`src/design/rar_pkg.sv`:
```
// rar_pkg: shared types and constants of the rational arithmetic reducer.
// Used by rar_ctrl, rar_dpath, the channel interfaces and the top level.
package rar_pkg;

    localparam int NUM_W = 33;
    localparam int DEN_W = 31;

    // operation codes
    localparam logic [1:0] OP_ADD = 2'd0;
    localparam logic [1:0] OP_SUB = 2'd1;
    localparam logic [1:0] OP_MUL = 2'd2;

    // product selection for the shared multiplier
    localparam logic [1:0] MSEL_P0 = 2'd0;
    localparam logic [1:0] MSEL_P1 = 2'd1;
    localparam logic [1:0] MSEL_P2 = 2'd2;

    // commands from controller to datapath
    typedef struct packed {
        logic       load;
        logic       mul_en;
        logic [1:0] mul_sel;
        logic       sum_en;
        logic       gcd_init;
        logic       gcd_step;
        logic       div_init;
        logic       div_sel;
        logic       div_step;
        logic       keep_n;
        logic       out_load;
    } t_cmd;

    // status from datapath to controller
    typedef struct packed {
        logic err;
        logic gcd_done;
    } t_stat;

endpackage

```
`src/design/rar_if.sv`:
```
// rar_if: valid/ready channel interfaces for operands and results.
// Depends on rar_pkg for the result field widths.
interface rar_in_if #(
    parameter int OPERAND_WIDTH = 16
);
    logic                            valid;
    logic                            ready;
    logic [1:0]                      cmd;
    logic signed [OPERAND_WIDTH-1:0] a_num;
    logic signed [OPERAND_WIDTH-1:0] a_den;
    logic signed [OPERAND_WIDTH-1:0] b_num;
    logic signed [OPERAND_WIDTH-1:0] b_den;

    modport source (output valid, cmd, a_num, a_den, b_num, b_den, input ready);
    modport sink   (input valid, cmd, a_num, a_den, b_num, b_den, output ready);
endinterface

interface rar_out_if;
    logic                               valid;
    logic                               ready;
    logic signed [rar_pkg::NUM_W-1:0]   res_num;
    logic        [rar_pkg::DEN_W-1:0]   res_den;
    logic                               zero_den_error;

    modport source (output valid, res_num, res_den, zero_den_error, input ready);
    modport sink   (input valid, res_num, res_den, zero_den_error, output ready);
endinterface

```
`src/design/rar_ctrl.sv`:
```
// rar_ctrl: sequencer of the reducer; steps multiplies, gcd and divisions.
// Depends on rar_pkg for the command and status structs.
module rar_ctrl #(
    parameter int OPERAND_WIDTH = 16
) (
    input  logic           i_clk,
    input  logic           i_rst_n,
    input  logic           i_in_valid,
    output logic           o_in_ready,
    output logic           o_out_valid,
    input  logic           i_out_ready,
    input  rar_pkg::t_stat i_stat,
    output rar_pkg::t_cmd  o_cmd
);

    localparam int MW = 2 * OPERAND_WIDTH + 1;
    localparam int CW = $clog2(MW + 1);

    typedef enum logic [7:0] {
        S_IDLE = 8'b0000_0001,
        S_MUL  = 8'b0000_0010,
        S_SUM  = 8'b0000_0100,
        S_GINI = 8'b0000_1000,
        S_GCD  = 8'b0001_0000,
        S_DIVN = 8'b0010_0000,
        S_DIVD = 8'b0100_0000,
        S_DONE = 8'b1000_0000
    } t_state;

    t_state        r_state, n_state;
    logic [CW-1:0] r_cnt, n_cnt;
    logic          r_out_valid, n_out_valid;
    logic          in_fire;

    assign o_in_ready  = (r_state == S_IDLE);
    assign o_out_valid = r_out_valid;
    assign in_fire     = i_in_valid && o_in_ready;

    // next state and commands
    always_comb begin
        n_state     = r_state;
        n_cnt       = r_cnt;
        o_cmd       = '0;
        case (r_state)
            S_IDLE: begin
                if (in_fire) begin
                    o_cmd.load = 1'b1;
                    n_cnt      = '0;
                    n_state    = S_MUL;
                end
            end
            S_MUL: begin
                o_cmd.mul_en  = 1'b1;
                o_cmd.mul_sel = r_cnt[1:0];
                n_cnt         = r_cnt + 1'b1;
                if (r_cnt[1:0] == rar_pkg::MSEL_P2) begin
                    n_state = i_stat.err ? S_DONE : S_SUM;
                end
            end
            S_SUM: begin
                o_cmd.sum_en = 1'b1;
                n_state      = S_GINI;
            end
            S_GINI: begin
                o_cmd.gcd_init = 1'b1;
                n_state        = S_GCD;
            end
            S_GCD: begin
                if (i_stat.gcd_done) begin
                    o_cmd.div_init = 1'b1;
                    o_cmd.div_sel  = 1'b0;
                    n_cnt          = '0;
                    n_state        = S_DIVN;
                end else begin
                    o_cmd.gcd_step = 1'b1;
                end
            end
            S_DIVN: begin
                if (r_cnt == CW'(MW)) begin
                    o_cmd.keep_n   = 1'b1;
                    o_cmd.div_init = 1'b1;
                    o_cmd.div_sel  = 1'b1;
                    n_cnt          = '0;
                    n_state        = S_DIVD;
                end else begin
                    o_cmd.div_step = 1'b1;
                    n_cnt          = r_cnt + 1'b1;
                end
            end
            S_DIVD: begin
                if (r_cnt == CW'(MW)) begin
                    n_state = S_DONE;
                end else begin
                    o_cmd.div_step = 1'b1;
                    n_cnt          = r_cnt + 1'b1;
                end
            end
            S_DONE: begin
                if (!r_out_valid || i_out_ready) begin
                    o_cmd.out_load = 1'b1;
                    n_state        = S_IDLE;
                end
            end
            default: begin
                n_state = S_IDLE;
            end
        endcase
    end

    // hold the result valid until the transfer
    always_comb begin
        n_out_valid = r_out_valid;
        if (o_cmd.out_load) begin
            n_out_valid = 1'b1;
        end else if (r_out_valid && i_out_ready) begin
            n_out_valid = 1'b0;
        end
    end

    always_ff @(posedge i_clk) begin
        if (!i_rst_n) begin
            r_state     <= S_IDLE;
            r_cnt       <= '0;
            r_out_valid <= 1'b0;
        end else begin
            r_state     <= n_state;
            r_cnt       <= n_cnt;
            r_out_valid <= n_out_valid;
        end
    end

    a_fire_starts: assert property (@(posedge i_clk) disable iff (!i_rst_n)
        in_fire |=> (r_state == S_MUL))
        else $error("accepted operands did not start the multiply phase");

    a_cnt_bound: assert property (@(posedge i_clk) disable iff (!i_rst_n)
        ((r_state == S_DIVN) || (r_state == S_DIVD)) |-> (r_cnt <= CW'(MW)))
        else $error("division step count overran");

    a_no_overwrite: assert property (@(posedge i_clk) disable iff (!i_rst_n)
        o_cmd.out_load |-> (!r_out_valid || i_out_ready))
        else $error("result register overwritten before transfer");

endmodule

```
`src/design/rar_dpath.sv`:
```
// rar_dpath: operand registers, shared multiplier, binary gcd and restoring divider.
// Depends on rar_pkg for command/status structs and result widths.
module rar_dpath #(
    parameter int OPERAND_WIDTH = 16
) (
    input  logic                              i_clk,
    input  rar_pkg::t_cmd                     i_cmd,
    output rar_pkg::t_stat                    o_stat,
    input  logic [1:0]                        i_op,
    input  logic signed [OPERAND_WIDTH-1:0]   i_a_num,
    input  logic signed [OPERAND_WIDTH-1:0]   i_a_den,
    input  logic signed [OPERAND_WIDTH-1:0]   i_b_num,
    input  logic signed [OPERAND_WIDTH-1:0]   i_b_den,
    output logic signed [rar_pkg::NUM_W-1:0]  o_res_num,
    output logic [rar_pkg::DEN_W-1:0]         o_res_den,
    output logic                              o_zero_den_error
);

    localparam int W  = OPERAND_WIDTH;
    localparam int PW = 2 * W;
    localparam int MW = 2 * W + 1;
    localparam int KW = $clog2(MW + 1);
    localparam int NW = rar_pkg::NUM_W;
    localparam int DW = rar_pkg::DEN_W;

    logic signed [W-1:0]  r_an, r_ad, r_bn, r_bd;
    logic                 r_is_mul, r_is_sub, r_err;
    logic signed [PW-1:0] r_p0, r_p1, r_p2;
    logic                 r_num_neg, r_den_neg;
    logic [MW-1:0]        r_nmag, r_dmag;
    logic [MW-1:0]        r_gx, r_gy;
    logic [KW-1:0]        r_k;
    logic [MW-1:0]        r_dq, r_rem, r_qn;

    logic signed [W-1:0]  mx, my;
    logic signed [PW-1:0] prod;
    logic signed [MW:0]   s0, s1, snum, sden;
    logic [MW:0]          anum, aden, dtrial;
    logic [MW-1:0]        gdiff_xy, gdiff_yx;
    logic                 qbit;
    logic [MW+NW-1:0]     ext_n, neg_n;
    logic [MW+DW-1:0]     ext_d;
    logic                 res_neg;

    assign o_stat.err      = r_err;
    assign o_stat.gcd_done = (r_gx == '0);

    // capture operands
    always_ff @(posedge i_clk) begin
        if (i_cmd.load) begin
            r_an     <= i_a_num;
            r_ad     <= i_a_den;
            r_bn     <= i_b_num;
            r_bd     <= i_b_den;
            r_is_mul <= i_op[1];
            r_is_sub <= (i_op == rar_pkg::OP_SUB);
            r_err    <= (i_a_den == '0) || (i_b_den == '0);
        end
    end

    // shared multiplier: one cross product per cycle
    always_comb begin
        mx = r_ad;
        my = r_bd;
        case (i_cmd.mul_sel)
            rar_pkg::MSEL_P0: begin
                mx = r_an;
                my = r_is_mul ? r_bn : r_bd;
            end
            rar_pkg::MSEL_P1: begin
                mx = r_bn;
                my = r_ad;
            end
            default: begin
                mx = r_ad;
                my = r_bd;
            end
        endcase
    end
    assign prod = mx * my;

    always_ff @(posedge i_clk) begin
        if (i_cmd.mul_en) begin
            case (i_cmd.mul_sel)
                rar_pkg::MSEL_P0: r_p0 <= prod;
                rar_pkg::MSEL_P1: r_p1 <= prod;
                default:          r_p2 <= prod;
            endcase
        end
    end

    // form the raw numerator and take magnitudes
    assign s0   = {{2{r_p0[PW-1]}}, r_p0};
    assign s1   = {{2{r_p1[PW-1]}}, r_p1};
    assign sden = {{2{r_p2[PW-1]}}, r_p2};
    assign snum = r_is_mul ? s0 : (r_is_sub ? (s0 - s1) : (s0 + s1));
    assign anum = snum[MW] ? (-snum) : snum;
    assign aden = sden[MW] ? (-sden) : sden;

    always_ff @(posedge i_clk) begin
        if (i_cmd.sum_en) begin
            r_num_neg <= snum[MW];
            r_den_neg <= sden[MW];
            r_nmag    <= anum[MW-1:0];
            r_dmag    <= aden[MW-1:0];
        end
    end

    // binary gcd, one step per cycle; gcd = r_gy << r_k when r_gx reaches zero
    assign gdiff_xy = r_gx - r_gy;
    assign gdiff_yx = r_gy - r_gx;

    always_ff @(posedge i_clk) begin
        if (i_cmd.gcd_init) begin
            r_gx <= r_nmag;
            r_gy <= r_dmag;
            r_k  <= '0;
        end else if (i_cmd.gcd_step) begin
            if (!r_gx[0] && !r_gy[0]) begin
                r_gx <= r_gx >> 1;
                r_gy <= r_gy >> 1;
                r_k  <= r_k + 1'b1;
            end else if (!r_gx[0]) begin
                r_gx <= r_gx >> 1;
            end else if (!r_gy[0]) begin
                r_gy <= r_gy >> 1;
            end else if (r_gx >= r_gy) begin
                r_gx <= gdiff_xy >> 1;
            end else begin
                r_gy <= gdiff_yx >> 1;
            end
        end
    end

    // restoring divider by the odd part of the gcd, dividend pre-shifted by r_k
    assign dtrial = {r_rem, r_dq[MW-1]};
    assign qbit   = (dtrial >= {1'b0, r_gy});

    always_ff @(posedge i_clk) begin
        if (i_cmd.keep_n) begin
            r_qn <= r_dq;
        end
        if (i_cmd.div_init) begin
            r_dq  <= (i_cmd.div_sel ? r_dmag : r_nmag) >> r_k;
            r_rem <= '0;
        end else if (i_cmd.div_step) begin
            r_dq  <= {r_dq[MW-2:0], qbit};
            r_rem <= qbit ? MW'(dtrial - {1'b0, r_gy}) : dtrial[MW-1:0];
        end
    end

    // result register: sign onto the numerator
    assign res_neg = (r_qn != '0) && (r_num_neg != r_den_neg);
    assign ext_n   = {{NW{1'b0}}, r_qn};
    assign neg_n   = -ext_n;
    assign ext_d   = {{DW{1'b0}}, r_dq};

    always_ff @(posedge i_clk) begin
        if (i_cmd.out_load) begin
            if (r_err) begin
                o_res_num        <= '0;
                o_res_den        <= '0;
                o_zero_den_error <= 1'b1;
            end else begin
                o_res_num        <= res_neg ? neg_n[NW-1:0] : ext_n[NW-1:0];
                o_res_den        <= ext_d[DW-1:0];
                o_zero_den_error <= 1'b0;
            end
        end
    end

endmodule

```
`src/design/rational_arith_reduce.sv`:
```
// rational_arith_reduce: top level of the rational add/subtract/multiply reducer.
// Depends on rar_pkg, rar_if, rar_ctrl and rar_dpath.
//
//  Port        Dir   Payload                                   Transfer
//  i_in_chan   sink  cmd, a_num, a_den, b_num, b_den           valid & ready
//  o_out_chan  src   res_num, res_den, zero_den_error          valid & ready
//
// One item at a time: three multiplies, sum, gcd setup, the binary gcd loop with
// its finish check, and two restoring divisions of MW = 2*OPERAND_WIDTH+1 bits,
// then the result load. A zero denominator skips to the result after the
// multiplies. Reset is synchronous, active low, and clears the sequencer only.
// A new item is taken while a result waits.
module rational_arith_reduce #(
    parameter int OPERAND_WIDTH = 16
) (
    input  logic    i_clk,
    input  logic    i_rst_n,
    rar_in_if.sink  i_in_chan,
    rar_out_if.source o_out_chan
);

    rar_pkg::t_cmd  cmd;
    rar_pkg::t_stat stat;

    rar_ctrl #(
        .OPERAND_WIDTH(OPERAND_WIDTH)
    ) u_ctrl (
        .i_clk       (i_clk),
        .i_rst_n     (i_rst_n),
        .i_in_valid  (i_in_chan.valid),
        .o_in_ready  (i_in_chan.ready),
        .o_out_valid (o_out_chan.valid),
        .i_out_ready (o_out_chan.ready),
        .i_stat      (stat),
        .o_cmd       (cmd)
    );

    rar_dpath #(
        .OPERAND_WIDTH(OPERAND_WIDTH)
    ) u_dpath (
        .i_clk            (i_clk),
        .i_cmd            (cmd),
        .o_stat           (stat),
        .i_op             (i_in_chan.cmd),
        .i_a_num          (i_in_chan.a_num),
        .i_a_den          (i_in_chan.a_den),
        .i_b_num          (i_in_chan.b_num),
        .i_b_den          (i_in_chan.b_den),
        .o_res_num        (o_out_chan.res_num),
        .o_res_den        (o_out_chan.res_den),
        .o_zero_den_error (o_out_chan.zero_den_error)
    );

endmodule
```
`src/flat_wrapper.sv`:
```
// flat-port wrapper written by rule: the top's interface ports become plain ports
module rational_arith_reduce_flat 
#(
    parameter int OPERAND_WIDTH = 16
)
  (i_clk, i_rst_n, i_in_chan_valid, i_in_chan_cmd, i_in_chan_a_num, i_in_chan_a_den, i_in_chan_b_num, i_in_chan_b_den, i_in_chan_ready, o_out_chan_valid, o_out_chan_res_num, o_out_chan_res_den, o_out_chan_zero_den_error, o_out_chan_ready);
  rar_in_if #(.OPERAND_WIDTH(OPERAND_WIDTH)) i_in_chan_i ();
  rar_out_if o_out_chan_i ();
  input  logic i_clk;
  input  logic i_rst_n;
  input wire logic [$bits(i_in_chan_i.valid)-1:0] i_in_chan_valid;
  input wire logic [$bits(i_in_chan_i.cmd)-1:0] i_in_chan_cmd;
  input wire logic [$bits(i_in_chan_i.a_num)-1:0] i_in_chan_a_num;
  input wire logic [$bits(i_in_chan_i.a_den)-1:0] i_in_chan_a_den;
  input wire logic [$bits(i_in_chan_i.b_num)-1:0] i_in_chan_b_num;
  input wire logic [$bits(i_in_chan_i.b_den)-1:0] i_in_chan_b_den;
  output wire logic [$bits(i_in_chan_i.ready)-1:0] i_in_chan_ready;
  output wire logic [$bits(o_out_chan_i.valid)-1:0] o_out_chan_valid;
  output wire logic [$bits(o_out_chan_i.res_num)-1:0] o_out_chan_res_num;
  output wire logic [$bits(o_out_chan_i.res_den)-1:0] o_out_chan_res_den;
  output wire logic [$bits(o_out_chan_i.zero_den_error)-1:0] o_out_chan_zero_den_error;
  input wire logic [$bits(o_out_chan_i.ready)-1:0] o_out_chan_ready;
  assign i_in_chan_i.valid = i_in_chan_valid;
  assign i_in_chan_i.cmd = i_in_chan_cmd;
  assign i_in_chan_i.a_num = i_in_chan_a_num;
  assign i_in_chan_i.a_den = i_in_chan_a_den;
  assign i_in_chan_i.b_num = i_in_chan_b_num;
  assign i_in_chan_i.b_den = i_in_chan_b_den;
  assign i_in_chan_ready = i_in_chan_i.ready;
  assign o_out_chan_valid = o_out_chan_i.valid;
  assign o_out_chan_res_num = o_out_chan_i.res_num;
  assign o_out_chan_res_den = o_out_chan_i.res_den;
  assign o_out_chan_zero_den_error = o_out_chan_i.zero_den_error;
  assign o_out_chan_i.ready = o_out_chan_ready;
  rational_arith_reduce #(.OPERAND_WIDTH(OPERAND_WIDTH)) u_core (.i_clk(i_clk), .i_rst_n(i_rst_n), .i_in_chan(i_in_chan_i), .o_out_chan(o_out_chan_i));
endmodule
```
`config.mk`:
```
export PLATFORM = sky130hd
export DESIGN_NAME = rational_arith_reduce_flat
export DESIGN_NICKNAME = d
export VERILOG_FILES = /design/src/design/rar_pkg.sv /design/src/design/rar_if.sv /design/src/design/rar_ctrl.sv /design/src/design/rar_dpath.sv /design/src/design/rational_arith_reduce.sv /design/src/flat_wrapper.sv
export SDC_FILE = /design/constraint.sdc
export NUM_CORES = 2
export LEC_CHECK = 0
export BUFFER_PORTS_ARGS = -buffer_cell sky130_fd_sc_hd__buf_2
export CAP_MARGIN = 20
export CORE_ASPECT_RATIO = 2
export CORE_MARGIN = 2
export CORE_UTILIZATION = 45
export CTS_CLUSTER_DIAMETER = 100
export DETAILED_ROUTE_END_ITERATION = 8
export MAX_ROUTING_LAYER = met4
export PLACE_DENSITY = 0.59
export SKIP_LAST_GASP = 1
export SLEW_MARGIN = 20
export SYNTH_ARGS = -nofsm -noshare
export SYNTH_HDL_FRONTEND = slang
export SYNTH_HIERARCHICAL = 1
export SYNTH_SLANG_ARGS = --single-unit
```
`constraint.sdc`:
```
create_clock -name i_clk -period 12.2 [get_ports i_clk]
set_input_delay 0.61 -clock i_clk [delete_from_list [all_inputs] [get_ports i_clk]]
set_output_delay 0.61 -clock i_clk [all_outputs]
set_load 0.1 [all_outputs]
```
---- After elaboration in Yosys (flattened, before gate mapping) ----
Index checks and enable logic that the tools add are counted.
word-level totals
  logic and storage cells ................. 153
  input bits .............................. 70
  flip-flop bits (word level) ............. 482
  output and inout port bits .............. 67
cells by class
  equal/unequal tests ..................... 23
  bitwise logic cells ..................... 1
  multipliers ............................. 1
  add/sub/neg operators ................... 10
  shift operators ......................... 1
  reduce and logical (&&, ||, !) cells .... 30
  multiplexer cells ....................... 56
  $lt $le $gt $ge ......................... 2
operator list
  cell                                                            count
  33-bit two-way mux                                              18
  33-bit subtractor                                               3
  34-bit two-way mux                                              2
  33-bit negation                                                 2
  16-bit case mux with 2 select lines                             2
  8-bit case mux with 8 select lines                              1
  8-bit two-way mux                                               7
  34-bit by 33-bit greater-or-equal comparator with 1-bit output  1
  32-bit by 32-bit adder with 33-bit output                       1
  33-bit greater-or-equal comparator                              1
  33-bit logical NOT                                              1
  32-bit negation with 33-bit output                              1
  33-bit nonzero test                                             1
  33-bit by 6-bit >> shifter with 33-bit output                   1
  32-bit by 32-bit subtractor with 33-bit output                  1
  16-bit logical NOT                                              2
  16-bit by 16-bit multiplier with 32-bit output                  1
  31-bit two-way mux                                              1
  6-bit case mux with 5 select lines                              1
  6-bit two-way mux                                               4
  16-bit two-way mux                                              1
  1-bit two-way mux                                               15
  6-bit by 1-bit adder with 6-bit output (second input constant)  2
  2-bit inequality test (second input constant)                   5
  31 further kinds                                                49

---- Longest topological paths before layout ----
  word-level depth ........................ 7
  depth in mapped cells ................... 34
  mapped depth without buffers ............ 32

---- By module ----
Netlist, hierarchy kept.
modules (own cells, without submodules)
  module     cells each  times used  seq. area each (um^2)  area an instance (um^2)
  rar_dpath  3,942       1           13,633.1               38,682.1
  rar_ctrl   112         1           300.3                  949.7

---- Least setup slack after synthesis ----
No wires, ideal clock.
  path type ............................... reg2reg
  start ................................... register u_core.u_ctrl.r_state[7]
  end ..................................... register u_core.u_dpath.r_p0[31], data pin
  slack ................................... 3.992 ns
  arrival time ............................ 7.940 ns
  required time ........................... 11.931 ns
  stages on the path, launching flop included .. 30
  path buffers ............................ 2
  library setup time ...................... 0.269 ns
  period minus slack after synthesis ...... 8.208 ns
  cells stage by stage .................... dfxtp_1 nor4_4 nand4b_2 nor2_1 clkbuf_1 clkbuf_1 mux2i_1 o21ai_0 nand2_1 fa_1 fa_1 fa_1 inv_1 fa_1 fa_1 inv_1 fa_1 inv_1 ha_1 a21o_1 a21o_1 a21o_1 a311oi_1 o31ai_1 a21oi_1 o21ai_0 a211oi_1 o21bai_1 a21oi_1 xnor2_1
RTL lines
  item                      RTL line         text
  start: declaration        rar_ctrl.sv:30   t_state r_state, n_state;
  start signal: assignment  rar_ctrl.sv:126  r_state <= n_state;
  end signal: assignment    rar_dpath.sv:85  rar_pkg::MSEL_P0: r_p0 <= prod;
  end: declaration          rar_dpath.sv:28  logic signed [PW-1:0] r_p0, r_p1, r_p2;

==> impl_metrics.env <==
export IMPL_outcome="completed"
export IMPL_report_final_hold_viol_count=0
export IMPL_postCtsHoldBufs=0
export IMPL_kind_of_start_point_of_the_critical_path="flop"
export IMPL_clock_tree_htree_level_count=2
export IMPL_finalCritPeriodShare=0.761
export IMPL_synth_async_sr_flop_share=0
export IMPL_routed_via_count=30287
export IMPL_globalRoute_totalOverflow=0
export IMPL_fp_dieH_um=424
export IMPL_synth_cell_area_um2=39600
export IMPL_post_cts_buffers=0
export IMPL_floorplan_initialDensity=0.452
export IMPL_critical_path_arrival_ns=9.61
export IMPL_slew_headroom=0.257
export IMPL_dpl_instance_area_um2=41500
export IMPL_worstSetupEndpointType="flop"
export IMPL_routed_wl_um=114000
export IMPL_synth_seq_area_share=0.352
export IMPL_yosys_area_top_type="sky130_fd_sc_hd__edfxtp_1"
export IMPL_final_period_minus_worst_setup_slack_ns=9.28
export IMPL_layout_cells_most_common="sky130_fd_sc_hd__inv_1"
export IMPL_worst_hold_path_type="in -> reg"
export IMPL_setup_worst_path_class="reg -> reg"
export IMPL_cp_num_buf_inv=6
export IMPL_synth_seq_cells=482
export IMPL_drtPass1Iterations=6
export IMPL_synth_area_top_cells="sky130_fd_sc_hd__edfxtp_1 (32%), sky130_fd_sc_hd__fa_1 (13%), sky130_fd_sc_hd__ha_1 (7.0%), sky130_fd_sc_hd__inv_1 (4.5%), sky130_fd_sc_hd__nor2_1 (4.0%)"
export IMPL_area_enclosed_by_the_die_boundary_um2=90600
export IMPL_critical_path_top_delay_family="adder cells"
export IMPL_core_area_um2=87700
export IMPL_yosys_warnings=6
export IMPL_drt_antenna_violating_nets=0
export IMPL_antenna_found_initial=0
export IMPL_top_library_cells_by_usage_in_the_layout_fill_and_taps_aside="sky130_fd_sc_hd__inv_1 (474), sky130_fd_sc_hd__edfxtp_1 (428), sky130_fd_sc_hd__nor2_1 (421), sky130_fd_sc_hd__nand2_1 (331), sky130_fd_sc_hd__fa_1 (266)"
export IMPL_critPathMostFrequentCell="sky130_fd_sc_hd__fa_1"
export IMPL_die_width_um=214
export IMPL_post_synth_cell_area_avg_um2=9.78
export IMPL_synth_net_count=4613
export IMPL_critical_path_slowest_cell="sky130_fd_sc_hd__o21ai_1"
export IMPL_areaGrowthSynthToFinish_pct=8.63
export IMPL_tritoncts="yes"
export IMPL_avgViaCountPerCell=5.70
export IMPL_max_clock_freq_mhz=108
export IMPL_critPathRequiredTime_ns=12.53
export IMPL_cts_clk_slew_worst_paths_ns=0.07
export IMPL_dpl_hpwl_um=90100
export IMPL_number_of_diodes_added_for_antenna_fixing=0
export IMPL_num_io_pins=137
export IMPL_pin_count_of_the_biggest_net_entering_global_routing=78
export IMPL_synth_largest_type_area_fraction=0.324
export IMPL_final_cell_area_um2=43100
export IMPL_slew_viol_final=0
export IMPL_drcViolationCount=0
export IMPL_global_route_wire_length_before_repair_um=174000
export IMPL_final_net_count=4667
export IMPL_buffer_type_at_the_clock_tree_root="sky130_fd_sc_hd__clkbuf_16"
export IMPL_worst_path_largest_cell_delay_ns=0.84
export IMPL_finalSetupTns_ns=0
export IMPL_tightestPinTransition_ns=1.11
export IMPL_cts_path_max_buffers=3
export IMPL_clkLatencyLatePin_ns=0.62
export IMPL_share_of_cells_above_drive_strength_1=0.0863
export IMPL_syn_instance_count=4054
export IMPL_grtUsageTotal=0.260
export IMPL_cp_max_fo=36
export IMPL_clock_sink_count=482
export IMPL_r2r_slack_ns=2.92
export IMPL_cts_buffers_inserted=47
export IMPL_finish_utilization=0.491
export IMPL_synth_edf_count=428
export IMPL_unrepaired_setup_endpoints_after_global_routing="no"
export IMPL_filler_cell_count=8238
export IMPL_worst_clock_skew_ns=0.0349
export IMPL_routed_wire_length_per_instance_um=21.4
export IMPL_drt_iter0_drc=2509
export IMPL_final_setup_viol_count=0
export IMPL_first_global_vias=29536
export IMPL_floorplan_rows=154
export IMPL_timing_max_cap_violations=0
export IMPL_top_flip_flop_cell_by_instance_count_after_synthesis="sky130_fd_sc_hd__edfxtp_1"
export IMPL_finalWeightedCongestion=0.950
export IMPL_yosys_cell_types_count=98
export IMPL_cts_resized=0
export IMPL_buffer_ports_inserted=136
[worst register-to-register path, delay by kind of cell (launching register included)]
family | cells | cell delay, ns
fa+ha+maj | 7 | 3.39
buf+inv | 6 | 0.74
simple gates | 4 | 1.06
compound gates | 11 | 3.13
flops | 1 | 0.36
mux | 1 | 0.22
xor+xnor | 1 | 0.12
[metrics by stage]
| step | worst slack [ns] | hold slack, ns | cells |
|---|---|---|---|
| 6_report | 2.92 | 0.161 | 5316 |
| 5_1_grt | 2.43 | 0.135 | 5316 |
| 3_3_place_gp | 3.22 | 0.431 | 5229 |
| 4_1_cts | 2.96 | 0.111 | 5316 |
| 3_5_place_dp | 3.02 | 0.435 | 5229 |
| 2_1_floorplan | 3.99 | 0.426 | 4054 |
[routing by layer]
metal  routed length, um  GRT usage  up-vias
li1                    -          -    14239
met1               47000      0.334    14984
met2               57400      0.435      902
met3                5740     0.0244      162
met4                3610     0.0762        0
met5                   0          -        -
[final timing paths]
check	end	start	depth (start not counted)
setup / recovery	u_core/u_dpath/r_p0[31]	u_core/u_ctrl/r_state[7]	30
setup reg to reg	u_core/u_dpath/r_p0[31]	u_core/u_ctrl/r_state[7]	30
hold / removal	u_core/u_dpath/r_an[15]	i_in_chan_a_num[15]	1
hold reg to reg	u_core/u_dpath/r_qn[0]	u_core/u_dpath/r_dq[0]	0
[sequential cells by signal, summed over array words and instances (netlist names), 31 cells and up]
register,count
u_core/u_dpath/r_gy,33
u_core/u_dpath/o_res_den,31
u_core/u_dpath/r_qn,33
u_core/u_dpath/r_gx,33
u_core/u_dpath/r_dmag,33
u_core/u_dpath/r_p0,32
u_core/u_dpath/o_res_num,33
u_core/u_dpath/r_p1,32
u_core/u_dpath/r_p2,32
u_core/u_dpath/r_rem,33
u_core/u_dpath/r_dq,33
u_core/u_dpath/r_nmag,33
[Yosys cell counts, drive strengths merged, types with 31 or more instances]
library cell	instances
o31ai	31
nand2b	36
o21a	43
ha	223
a211oi	48
fa	266
a21o	100
a31oi	33
nand2	332
inv	475
dfxtp	54
clkbuf	147
nor2	425
mux2i	75
nand3	38
a22oi	48
edfxtp	428
xor2	86
a21oi	235
o21ai	205
nor2b	36
xnor2	168
or3	34
nor3	65
nor4	31
mux2	33
[cells by family (layout without fill, tap and decap cells)]
group / count (synthesis) / in the layout / synth area share
and+or+nand+nor: 1114 / 1114 / 0.129
AOI/OAI and AO/OA: 927 / 927 / 0.152
buffers and inverters: 652 / 744 / 0.0624
adders and majority gates: 489 / 489 / 0.205
DFF: 482 / 482 / 0.352
xor gates and xnor gates: 254 / 254 / 0.0561
muxes: 135 / 135 / 0.0437
other: 1 / 1 / 0.0000946
[area by class of cell]
type	instances	area, um2	area share
tap	1170	1460	0.0340
clock buffer	57	1260	0.0292
clock inverter	30	279	0.00648
sequential	482	13900	0.324
inverter	477	1790	0.0416
multi-input combinational	2920	23300	0.542
timing repair buffer	180	1010	0.0235
Power is not shown: default switching activity piles up to over one toggle a cycle in this logic, so the estimate is an artifact.
